$ cat src/itprt_pkg.sv
// ----------------------------------------------------------------------------
// itprt_pkg
// Shared types, codes and helpers for the power-of-two radix text converter.
// ----------------------------------------------------------------------------
package itprt_pkg;

	localparam logic [7:0] CH_MINUS       = 8'h2D;   // '-'
	localparam logic [7:0] CH_ZERO        = 8'h30;   // '0'
	localparam logic [7:0] CH_LETTER_A    = 8'h41;   // 'A'
	localparam logic [2:0] DIGIT_BITS_MIN = 3'd1;
	localparam logic [2:0] DIGIT_BITS_MAX = 3'd5;
	localparam logic [4:0] DECIMAL_LIMIT  = 5'd10;

	typedef enum logic [2:0] {
		ST_IDLE,
		ST_SCAN,
		ST_ERR,
		ST_SIGN,
		ST_DIGIT
	} state_t;

	typedef struct packed {
		logic load;
		logic shift;
		logic emit_sign;
		logic emit_digit;
		logic emit_err;
	} cmd_t;

	typedef struct packed {
		logic bits_ok;
		logic neg;
		logic top_zero;
		logic cnt_one;
		logic out_free;
	} status_t;

	function automatic logic [7:0] digit_char(input logic [4:0] d);
		logic [7:0] d8;
		d8 = {3'b000, d};
		if (d < DECIMAL_LIMIT) begin
			return CH_ZERO + d8;
		end
		return CH_LETTER_A + d8 - {3'b000, DECIMAL_LIMIT};
	endfunction

endpackage

$ cat src/itprt_req_if.sv
// ----------------------------------------------------------------------------
// itprt_req_if
// Request channel: value to convert and its digit width.
// ----------------------------------------------------------------------------
interface itprt_req_if #(
	parameter int VALUE_WIDTH = 32
);
	logic                   valid;
	logic                   ready;
	logic [VALUE_WIDTH-1:0] value;
	logic [2:0]             digit_bits;

	modport source (output valid, output value, output digit_bits, input ready);
	modport sink (input valid, input value, input digit_bits, output ready);
endinterface

$ cat src/itprt_res_if.sv
// ----------------------------------------------------------------------------
// itprt_res_if
// Result channel: one character of the converted text per transfer.
// ----------------------------------------------------------------------------
interface itprt_res_if;
	logic       valid;
	logic       ready;
	logic [7:0] character;
	logic       status;
	logic       last;

	modport source (output valid, output character, output status, output last, input ready);
	modport sink (input valid, input character, input status, input last, output ready);
endinterface

$ cat src/itprt_ctrl.sv
// ----------------------------------------------------------------------------
// itprt_ctrl
// Sequencer: load, skip leading zero digits, emit sign and digits, or an error result.
// ----------------------------------------------------------------------------
module itprt_ctrl
	import itprt_pkg::*;
(
	input  logic    clk,
	input  logic    arst_n,
	input  logic    req_valid,
	output logic    req_ready,
	input  status_t status,
	output cmd_t    cmd
);

	state_t state_q;
	state_t state_d;

	always_ff @(posedge clk or negedge arst_n) begin
		if (!arst_n) begin
			state_q <= ST_IDLE;
		end else begin
			state_q <= state_d;
		end
	end

	always_comb begin
		state_d = state_q;
		case (state_q)
			ST_IDLE: begin
				if (req_valid) begin
					state_d = ST_SCAN;
				end
			end
			ST_SCAN: begin
				if (!status.bits_ok) begin
					state_d = ST_ERR;
				end else if (!(status.top_zero && !status.cnt_one)) begin
					state_d = status.neg ? ST_SIGN : ST_DIGIT;
				end
			end
			ST_ERR: begin
				if (status.out_free) begin
					state_d = ST_IDLE;
				end
			end
			ST_SIGN: begin
				if (status.out_free) begin
					state_d = ST_DIGIT;
				end
			end
			ST_DIGIT: begin
				if (status.out_free && status.cnt_one) begin
					state_d = ST_IDLE;
				end
			end
			default: state_d = ST_IDLE;
		endcase
	end

	always_comb begin
		req_ready = 1'b0;
		cmd       = '0;
		case (state_q)
			ST_IDLE: begin
				req_ready = 1'b1;
				cmd.load  = req_valid;
			end
			ST_SCAN: begin
				// drop a leading zero digit, but always keep the last slot
				cmd.shift = status.bits_ok && status.top_zero && !status.cnt_one;
			end
			ST_ERR: begin
				cmd.emit_err = status.out_free;
			end
			ST_SIGN: begin
				cmd.emit_sign = status.out_free;
			end
			ST_DIGIT: begin
				cmd.emit_digit = status.out_free;
				cmd.shift      = status.out_free;
			end
			default: begin
				req_ready = 1'b0;
			end
		endcase
	end

endmodule

$ cat src/itprt_dp.sv
// ----------------------------------------------------------------------------
// itprt_dp
// Datapath: magnitude shift register, digit slot counter, output register.
// ----------------------------------------------------------------------------
module itprt_dp
	import itprt_pkg::*;
#(
	parameter int VALUE_WIDTH = 32
) (
	input  logic                   clk,
	input  logic                   arst_n,
	input  cmd_t                   cmd,
	output status_t                status,
	input  logic [VALUE_WIDTH-1:0] value,
	input  logic [2:0]             digit_bits,
	output logic                   res_valid,
	input  logic                   res_ready,
	output logic [7:0]             character,
	output logic                   res_status,
	output logic                   last
);

	// four spare bits so every digit slot count lines up with the top
	localparam int SW = VALUE_WIDTH + 4;
	localparam int CW = $clog2(VALUE_WIDTH + 1);
	localparam int N1 = VALUE_WIDTH;
	localparam int N2 = (VALUE_WIDTH + 1) / 2;
	localparam int N3 = (VALUE_WIDTH + 2) / 3;
	localparam int N4 = (VALUE_WIDTH + 3) / 4;
	localparam int N5 = (VALUE_WIDTH + 4) / 5;
	localparam int SH1 = SW - N1;
	localparam int SH2 = SW - 2 * N2;
	localparam int SH3 = SW - 3 * N3;
	localparam int SH4 = SW - 4 * N4;
	localparam int SH5 = SW - 5 * N5;

	logic [SW-1:0]          sr_q;
	logic [CW-1:0]          cnt_q;
	logic                   neg_q;
	logic [2:0]             bits_q;
	logic [7:0]             char_q;
	logic                   status_q;
	logic                   last_q;
	logic                   valid_q;

	logic [VALUE_WIDTH-1:0] mag;
	logic [SW-1:0]          mag_ext;
	logic [SW-1:0]          sr_load;
	logic [CW-1:0]          cnt_load;
	logic [SW-1:0]          sr_next;
	logic [4:0]             top5;
	logic [4:0]             digit;
	logic [2:0]             drop;
	logic                   out_free;

	// two's complement negate; the most negative value lands on 2^(W-1)
	assign mag     = value[VALUE_WIDTH-1] ? (~value + 1'b1) : value;
	assign mag_ext = SW'(mag);

	always_comb begin
		case (digit_bits)
			3'd1: begin
				sr_load  = mag_ext << SH1;
				cnt_load = CW'(N1);
			end
			3'd2: begin
				sr_load  = mag_ext << SH2;
				cnt_load = CW'(N2);
			end
			3'd3: begin
				sr_load  = mag_ext << SH3;
				cnt_load = CW'(N3);
			end
			3'd4: begin
				sr_load  = mag_ext << SH4;
				cnt_load = CW'(N4);
			end
			3'd5: begin
				sr_load  = mag_ext << SH5;
				cnt_load = CW'(N5);
			end
			default: begin
				sr_load  = mag_ext;
				cnt_load = CW'(1);
			end
		endcase
	end

	always_comb begin
		case (bits_q)
			3'd1:    sr_next = sr_q << 1;
			3'd2:    sr_next = sr_q << 2;
			3'd3:    sr_next = sr_q << 3;
			3'd4:    sr_next = sr_q << 4;
			3'd5:    sr_next = sr_q << 5;
			default: sr_next = sr_q;
		endcase
	end

	assign top5  = sr_q[SW-1 -: 5];
	assign drop  = DIGIT_BITS_MAX - bits_q;
	assign digit = top5 >> drop;

	assign out_free        = !valid_q || res_ready;
	assign status.bits_ok  = (bits_q >= DIGIT_BITS_MIN) && (bits_q <= DIGIT_BITS_MAX);
	assign status.neg      = neg_q;
	assign status.top_zero = (digit == 5'd0);
	assign status.cnt_one  = (cnt_q == CW'(1));
	assign status.out_free = out_free;

	always_ff @(posedge clk) begin
		if (cmd.load) begin
			sr_q   <= sr_load;
			cnt_q  <= cnt_load;
			neg_q  <= value[VALUE_WIDTH-1];
			bits_q <= digit_bits;
		end else if (cmd.shift) begin
			sr_q  <= sr_next;
			cnt_q <= cnt_q - 1'b1;
		end
	end

	always_ff @(posedge clk) begin
		if (cmd.emit_err) begin
			char_q   <= 8'd0;
			status_q <= 1'b1;
			last_q   <= 1'b1;
		end else if (cmd.emit_sign) begin
			char_q   <= CH_MINUS;
			status_q <= 1'b0;
			last_q   <= 1'b0;
		end else if (cmd.emit_digit) begin
			char_q   <= digit_char(digit);
			status_q <= 1'b0;
			last_q   <= status.cnt_one;
		end
	end

	always_ff @(posedge clk or negedge arst_n) begin
		if (!arst_n) begin
			valid_q <= 1'b0;
		end else if (cmd.emit_err || cmd.emit_sign || cmd.emit_digit) begin
			valid_q <= 1'b1;
		end else if (res_ready) begin
			valid_q <= 1'b0;
		end
	end

	assign res_valid  = valid_q;
	assign character  = char_q;
	assign res_status = status_q;
	assign last       = last_q;

endmodule

$ cat src/int_to_pow2_radix_text_top.sv
// ----------------------------------------------------------------------------
// int_to_pow2_radix_text_top
// Signed integer to ASCII text in radix 2, 4, 8, 16 or 32.
// ----------------------------------------------------------------------------
// One request carries a signed VALUE_WIDTH-bit value and a digit width of 1
// to 5 bits; the block returns the text one character per result, most
// significant digit first, with a leading '-' for negative values and
// digits 0-9 then A-V. Zero gives '0'; the most negative value is printed as
// the magnitude 2^(VALUE_WIDTH-1). A digit width of 0, 6 or 7 gives a single
// result with status 1, character 0 and last set. Requests are taken one at
// a time. The magnitude shift register holds ceil(VALUE_WIDTH / digit_bits)
// digit slots and moves one digit slot per cycle, first over the leading
// zero digits and then once per emitted character, where output back
// pressure can hold it; the last character sits in the output register
// while the next request is taken.
module int_to_pow2_radix_text_top
	import itprt_pkg::*;
#(
	parameter int VALUE_WIDTH = 32
) (
	input  logic          clk,
	input  logic          arst_n,
	itprt_req_if.sink     request,
	itprt_res_if.source   result
);

	cmd_t    cmd;
	status_t status;

	itprt_ctrl u_ctrl (
		.clk       (clk),
		.arst_n    (arst_n),
		.req_valid (request.valid),
		.req_ready (request.ready),
		.status    (status),
		.cmd       (cmd)
	);

	itprt_dp #(
		.VALUE_WIDTH (VALUE_WIDTH)
	) u_dp (
		.clk        (clk),
		.arst_n     (arst_n),
		.cmd        (cmd),
		.status     (status),
		.value      (request.value),
		.digit_bits (request.digit_bits),
		.res_valid  (result.valid),
		.res_ready  (result.ready),
		.character  (result.character),
		.res_status (result.status),
		.last       (result.last)
	);

endmodule

$ cat src/flat_wrapper.sv
// flat-port wrapper written by rule: the top's interface ports become plain ports
module int_to_pow2_radix_text_top_flat import itprt_pkg::*;
#(
	parameter int VALUE_WIDTH = 32
)
  (clk, arst_n, request_valid, request_value, request_digit_bits, request_ready, result_valid, result_character, result_status, result_last, result_ready);
  itprt_req_if #(.VALUE_WIDTH(VALUE_WIDTH)) request_i ();
  itprt_res_if result_i ();
  input  logic clk;
  input  logic arst_n;
  input wire logic [$bits(request_i.valid)-1:0] request_valid;
  input wire logic [$bits(request_i.value)-1:0] request_value;
  input wire logic [$bits(request_i.digit_bits)-1:0] request_digit_bits;
  output wire logic [$bits(request_i.ready)-1:0] request_ready;
  output wire logic [$bits(result_i.valid)-1:0] result_valid;
  output wire logic [$bits(result_i.character)-1:0] result_character;
  output wire logic [$bits(result_i.status)-1:0] result_status;
  output wire logic [$bits(result_i.last)-1:0] result_last;
  input wire logic [$bits(result_i.ready)-1:0] result_ready;
  assign request_i.valid = request_valid;
  assign request_i.value = request_value;
  assign request_i.digit_bits = request_digit_bits;
  assign request_ready = request_i.ready;
  assign result_valid = result_i.valid;
  assign result_character = result_i.character;
  assign result_status = result_i.status;
  assign result_last = result_i.last;
  assign result_i.ready = result_ready;
  int_to_pow2_radix_text_top #(.VALUE_WIDTH(VALUE_WIDTH)) u_core (.clk(clk), .arst_n(arst_n), .request(request_i), .result(result_i));
endmodule
$ cat config.mk
export PLATFORM = sky130hd
export DESIGN_NAME = int_to_pow2_radix_text_top_flat
export DESIGN_NICKNAME = d
export VERILOG_FILES = /design/src/itprt_pkg.sv /design/src/itprt_req_if.sv /design/src/itprt_res_if.sv /design/src/itprt_ctrl.sv /design/src/itprt_dp.sv /design/src/int_to_pow2_radix_text_top.sv /design/src/flat_wrapper.sv
export SDC_FILE = /design/constraint.sdc
export NUM_CORES = 1
export LEC_CHECK = 0
export BUFFER_PORTS_ARGS = -buffer_cell sky130_fd_sc_hd__buf_2
export CAP_MARGIN = 20
export CORE_ASPECT_RATIO = 1.5
export CORE_UTILIZATION = 66
export DETAILED_ROUTE_END_ITERATION = 12
export GPL_TIMING_DRIVEN = 0
export PLACE_DENSITY = 0.87
export SLEW_MARGIN = 10
export SYNTH_ARGS = -nofsm -noshare
export SYNTH_HDL_FRONTEND = slang
export SYNTH_SLANG_ARGS = --single-unit
$ cat constraint.sdc
create_clock -name clk -period 13.5 [get_ports clk]
set_clock_uncertainty 0.05 [all_clocks]
set_input_delay 0 -clock clk [delete_from_list [all_inputs] [get_ports clk]]
set_output_delay 0 -clock clk [all_outputs]
set_load 0.02 [all_outputs]
---- Word-level counts from Yosys, hierarchy flattened ----
Index checks and enable logic that the tools add are counted.
operators by class
  equality and inequality tests ........... 20
  $lt $le $gt $ge ......................... 3
  bitwise operators ....................... 1
  reduce and logical (&&, ||, !) cells .... 20
  add/subtract/negate cells ............... 6
  shifts and indexed selects .............. 1
  mux-type cells .......................... 36
operators by type and width
  cell                                                                count
  36-bit one-hot mux with 5 select lines                              1
  36-bit one-hot mux with 3 select lines                              1
  36-bit 2-to-1 mux                                                   2
  32-bit by 1-bit adder with 32-bit output, second input constant     1
  32-bit 2-to-1 mux                                                   1
  32-bit inverter                                                     1
  6-bit one-hot mux with 5 select lines                               1
  6-bit 2-to-1 mux                                                    4
  3-bit 2-to-1 mux                                                    7
  3-bit by 2-bit == test with 1-bit output, second input constant     6
  8-bit 2-to-1 mux                                                    2
  3-bit == test, second input constant                                5
  1-bit 2-to-1 mux                                                    15
  3-bit one-hot mux with 5 select lines                               1
  3-bit by 1-bit == test with 1-bit output, second input constant     3
  7-bit by 5-bit adder with 8-bit output, first input constant        1
  2-bit != test, second input constant                                4
  8-bit by 4-bit subtractor with 8-bit output, second input constant  1
  6-bit by 5-bit adder with 7-bit output, first input constant        1
  6-bit by 1-bit == test with 1-bit output, second input constant     1
  2-bit nonzero test                                                  3
  6-bit nonzero test                                                  1
  6-bit by 1-bit subtractor with 6-bit output, second input constant  1
  1-bit logical AND                                                   5
  other kinds (15)                                                    18
word-level totals
  input port bits ......................... 39
  register bits after elaboration ......... 60
  word-level logic and storage cells ...... 97

---- Logic depth before layout (Yosys ltp) ----
  depth after elaboration ................. 10
  depth in mapped cells ................... 13
  gate-level depth less buffers ........... 12

---- By module ----
Synthesis repeated with hierarchy kept, for this count alone.
unflattened totals
  cell total of the unflattened synthesis .. 723
  area, all modules ....................... 5914.4 µm²
modules (own cells, without submodules)
  module      area an instance (µm²)  cells an instance  sequential area each (µm²)  instances
  itprt_dp    5645.4                  692                1586.5                      1
  itprt_ctrl  269.0                   31                 75.1                        1

---- Worst setup path before layout ----
Ideal clock, no wire load.
  kind .................................... register to register
  from .................................... register u_core.u_dp.bits_q[1]
  to ...................................... register u_core.u_dp.sr_q[0] (enable)
  setup time .............................. 485 ps
  path buffers ............................ 1
  clock period less this slack ............ 5435 ps
  setup slack ............................. 8065 ps
  cell stages (with the launch flop) ...... 13
  arrival ................................. 4900 ps
  cell sequence ........................... edfxtp_1 > clkbuf_1 > inv_1 > ha_1 > inv_1 > mux2_2 > a21oi_1 > inv_1 > ha_1 > o21ai_0 > nor4_1 > or3_1 > a21boi_0
between the ends
  longest elaborated chain between the ends .. 8
  elaborated cells between the ends (all ways) .. 17
  classes of those cells .................. add/sub: 1; order compare: 2; eq/ne: 5; shift: 1; mux: 1; reduce/logical: 7
ends and longest elaborated chain
  what                                          line              text
  start: declaration                            itprt_dp.sv:40    logic [2:0] bits_q;
  start signal: assignment                      itprt_dp.sv:116   bits_q <= digit_bits;
  3-bit subtractor                              itprt_dp.sv:101   assign drop = DIGIT_BITS_MAX - bits_q;
  5-bit by 3-bit right shift with 5-bit output  itprt_dp.sv:102   assign digit = top5 >> drop;
  5-bit zero test                               itprt_dp.sv:107   assign status.top_zero = (digit == 5'd0);
  1-bit logical AND (2 in series)               itprt_ctrl.sv:71  cmd.shift = status.bits_ok && status.top_zero && !status.cnt_one;
  1-bit one-hot mux with 2 select lines         itprt_ctrl.sv:64  case (state_q)
  2-bit nonzero test (no source line)           -
  2-bit AND reduction (no source line) (*)      -
  end signal: assignment                        itprt_dp.sv:113   sr_q <= sr_load;
  end signal: assignment                        itprt_dp.sv:118   sr_q <= sr_next;
  end: declaration                              itprt_dp.sv:37    logic [SW-1:0] sr_q;
Mark *: on every way between the ends. The rest lies on a longest branch, timed or not.
A chain may end at the register's enable or synchronous reset.

---- Worst setup path after layout ----
  from .................................... register u_core.u_dp.bits_q[1]
  to ...................................... register u_core.u_dp.sr_q[24] (enable)
The elaborated chain is that of the path after synthesis.

==> results.json <==
{
  "yosysTopAreaCell": "edfxtp_1",
  "crit_cells": 13,
  "synth_seq_area_share": 0.291,
  "grt_max_degree": 31,
  "detailedPlacementHpwl_microns": 14700,
  "clockRootBuffer": "clkbuf_16",
  "wl_per_cell_microns": 22.5,
  "synth-seq-cells": 59,
  "antenna_found_initial": 0,
  "die_w_microns": 78.0,
  "initial_core_util": 0.679,
  "core.rowCount": 41,
  "grt_pass1_wl_microns": 30700,
  "drive_above_1_share": 0.126,
  "reg2reg_depth": 13,
  "crit_type": "reg -> reg",
  "crit_family": "buffers and inverters",
  "syn_area_per_cell_sq_um": 8.35,
  "grtUsageTotal": 0.447,
  "p_leak_nw": 2.31,
  "drv_cap": 0,
  "vdd_drop_max_uv": 137,
  "final_core_util": 0.770,
  "synth_cell_type_count": 73,
  "routabilityCongestion": 1.05,
  "setup_violations": 0,
  "finalMaxSlewViolations": 0,
  "p_total_w": 0.00127,
  "crit_fanout": 30,
  "synth_nets": 731,
  "fillerInstances": 623,
  "yosys_warnings": 0,
  "period_minus_slack_ns": 3.97,
  "cts_setup_buffers": 0,
  "core_sq_um": 8410,
  "yosysTopAreaCellShare": 0.242,
  "synthArstFlopShare": 0.0678,
  "finalHoldViolations": 0,
  "required_ns": 13.53,
  "maxSlewHeadroom": 0.279,
  "rsz0062_at_grt": "false",
  "overflow": 0,
  "synth_edf_count": 46,
  "drc": 0,
  "powerDensity_nw_per_um2": 196,
  "path_cells": "clkbuf_1 -> inv_1 -> ha_1 -> inv_1 -> mux2_2 -> a21oi_1 -> inv_1 -> ha_1 -> o21ai_0 -> nor4_1 -> or3_1 -> a21boi_4 -> buf_12",
  "timing.critical_path.from": "u_core.u_dp.bits_q[1]$_DFFE_PP_",
  "dp_cells": 841,
  "reg2reg_to": "u_core.u_dp.sr_q[24]$_DFFE_PP_",
  "synthFlopType": "edfxtp_1",
  "synth_area_leaders": "edfxtp_1, a221oi_1, a21oi_1",
  "grt_pass1_vias": 6118,
  "slowest_delay_ns": 0.59,
  "clock_latency_ns": 0.34,
  "antenna_cells": 0,
  "worst-path-buf-inv": 5,
  "cts_htree_levels": 3,
  "final_cell_mix": "a21oi_1, o21ai_0, nor2_1",
  "worstHoldPathType": "in -> reg",
  "tritoncts": "built",
  "final_common_cell": "a21oi_1",
  "path_common_cell": "inv_1",
  "status": "complete, no violations",
  "endpoint": "u_core.u_dp.sr_q[24]$_DFFE_PP_",
  "timing.rr.start": "u_core.u_dp.bits_q[1]$_DFFE_PP_",
  "worst_slew_pin_slew_ns": 1.08,
  "fmax_mhz": 252,
  "cts_max_path_buffers": 2,
  "port_buffers": 48,
  "clkSinkCount": 59,
  "min_period_over_period": 0.294,
  "crit_path_end_kind": "flip-flop",
  "cp-start-kind": "flip-flop",
  "firstDrtPassIters": 7,
  "worst_slack_ns": 9.53,
  "routed_wl_microns": 19400,
  "layout.nets": 798,
  "worstPathArrival_ns": 4.01,
  "cts_buffers": 9,
  "clkTransAtPathRegs_ns": 0.06,
  "layoutNonFillerInstCount": 863,
  "die_h_microns": 116,
  "syn-instance-count": 684,
  "via_count": 6451,
  "setup-tns-final_ns": 0,
  "ioPinCount": 51,
  "pre_cts_ws_ns": 9.62,
  "vias_per_cell": 7.48,
  "synthToLayoutAreaGrowth_pct": 13.5,
  "slowest_stage": "or3_1",
  "syn_area_sq_um": 5710,
  "first_iter_violations": 944,
  "drtAntennaViolNets": 0,
  "die-area_sq_um": 9040,
  "r2r_setup_slack_ns": 9.53
}
## Yosys cell counts, types with 11 or more instances
cell	n
nor3_1	18
xnor2_1	21
o22ai_1	12
clkbuf_1	50
a21oi_1	70
o21ai_0	59
nand2_1	33
xor2_1	17
nand3_1	12
a221oi_1	43
nor2_1	51
edfxtp_1	46
inv_1	21
o31ai_1	12
mux2i_1	34
a31oi_1	11
## per-layer routing
layer / part of all wire / GRT usage
met5: 0 / 0
met4: 0.088 / 0.394
met3: 0.098 / 0.107
met2: 0.48 / 0.763
met1: 0.33 / 0.457
## how the worst min path moves through the flow
stage / start / endpoint / slack, ns / cells after the start
3_5_place_dp: arst_n / u_core.u_ctrl.state_q[2]$_DFFE_PN0P_ / -0.24 / 1
6_report: request_value[30] / u_core.u_dp.sr_q[34]$_DFFE_PP_ / 0.09 / 3
2_1_floorplan: arst_n / u_core.u_ctrl.state_q[0]$_DFFE_PN0P_ / -0.35 / 0
5_1_grt: request_value[30] / u_core.u_dp.sr_q[34]$_DFFE_PP_ / 0.11 / 3
4_1_cts: request_value[30] / u_core.u_dp.sr_q[34]$_DFFE_PP_ / 0.08 / 3
3_3_place_gp: arst_n / u_core.u_ctrl.state_q[0]$_DFFE_PN0P_ / -0.25 / 1
## flip-flops by register name, summed over array words and instances, names as in the netlist
name,cells
u_core.u_ctrl.state_q,3
u_core.u_dp.bits_q,3
u_core.u_dp.character,7
u_core.u_dp.cnt_q,6
u_core.u_dp.last,1
u_core.u_dp.neg_q,1
u_core.u_dp.res_status,1
u_core.u_dp.res_valid,1
u_core.u_dp.sr_q,36
## metrics by stage
stage          instance area [sq um]  hold WS, ns
5_1_grt                         6480        0.114
4_1_cts                         6480       0.0775
3_5_place_dp                    6130       -0.238
2_1_floorplan                   5710       -0.346
3_3_place_gp                    6080       -0.246
6_report                        6480       0.0857
## report_power, final
| group | internal, W | total (W) | switching [W] | leakage [nW] |
|---|---|---|---|---|
| combinational | 0.000235 | 0.000631 | 0.000396 | 1.61 |
| sequential | 0.000324 | 0.000412 | 0.0000885 | 0.555 |
| clock | 0.000142 | 0.000228 | 0.0000861 | 0.143 |
| total | 0.000701 | 0.00127 | 0.000571 | 2.31 |
## cell type report
class	count	area, sq um	area share
clock inverters	7	68.8	0.0106
multi-input cells	545	3740	0.577
well taps	107	134	0.0207
clock buffers	9	225	0.0348
flip-flops and latches	59	1660	0.256
plain buffers	59	245	0.0378
inverters	21	78.8	0.0122
repair buffers	56	330	0.0510
## worst min-delay path, delay by kind of cell
family | cells | cell delay (ns)
buffers and inverters | 1 | 0.14
and+or+nand+nor | 1 | 0.07
AOI/OAI and AO/OA | 1 | 0.07
## kinds of logic (layout without fill, tap and decap cells)
group           Yosys count  count (layout)  share of synthesized area
mux                      43              43                     0.0793
simple gates            171             171                      0.154
buf+inv                  80             152                     0.0567
other cells               1               1                   0.000657
flops                    59              59                      0.291
compound gates          284             284                      0.342
xor+xnor                 38              38                     0.0583
fa+ha+maj                 8               8                     0.0175
## what timing repair did
| action | 4_1_cts | 5_1_grt |
|---|---|---|
| hold buffers | 6 | 0 |
| resized for setup | 0 | 0 |
| hold endpoints to repair | 8 | 0 |
Power figures use the tool's default switching activity.
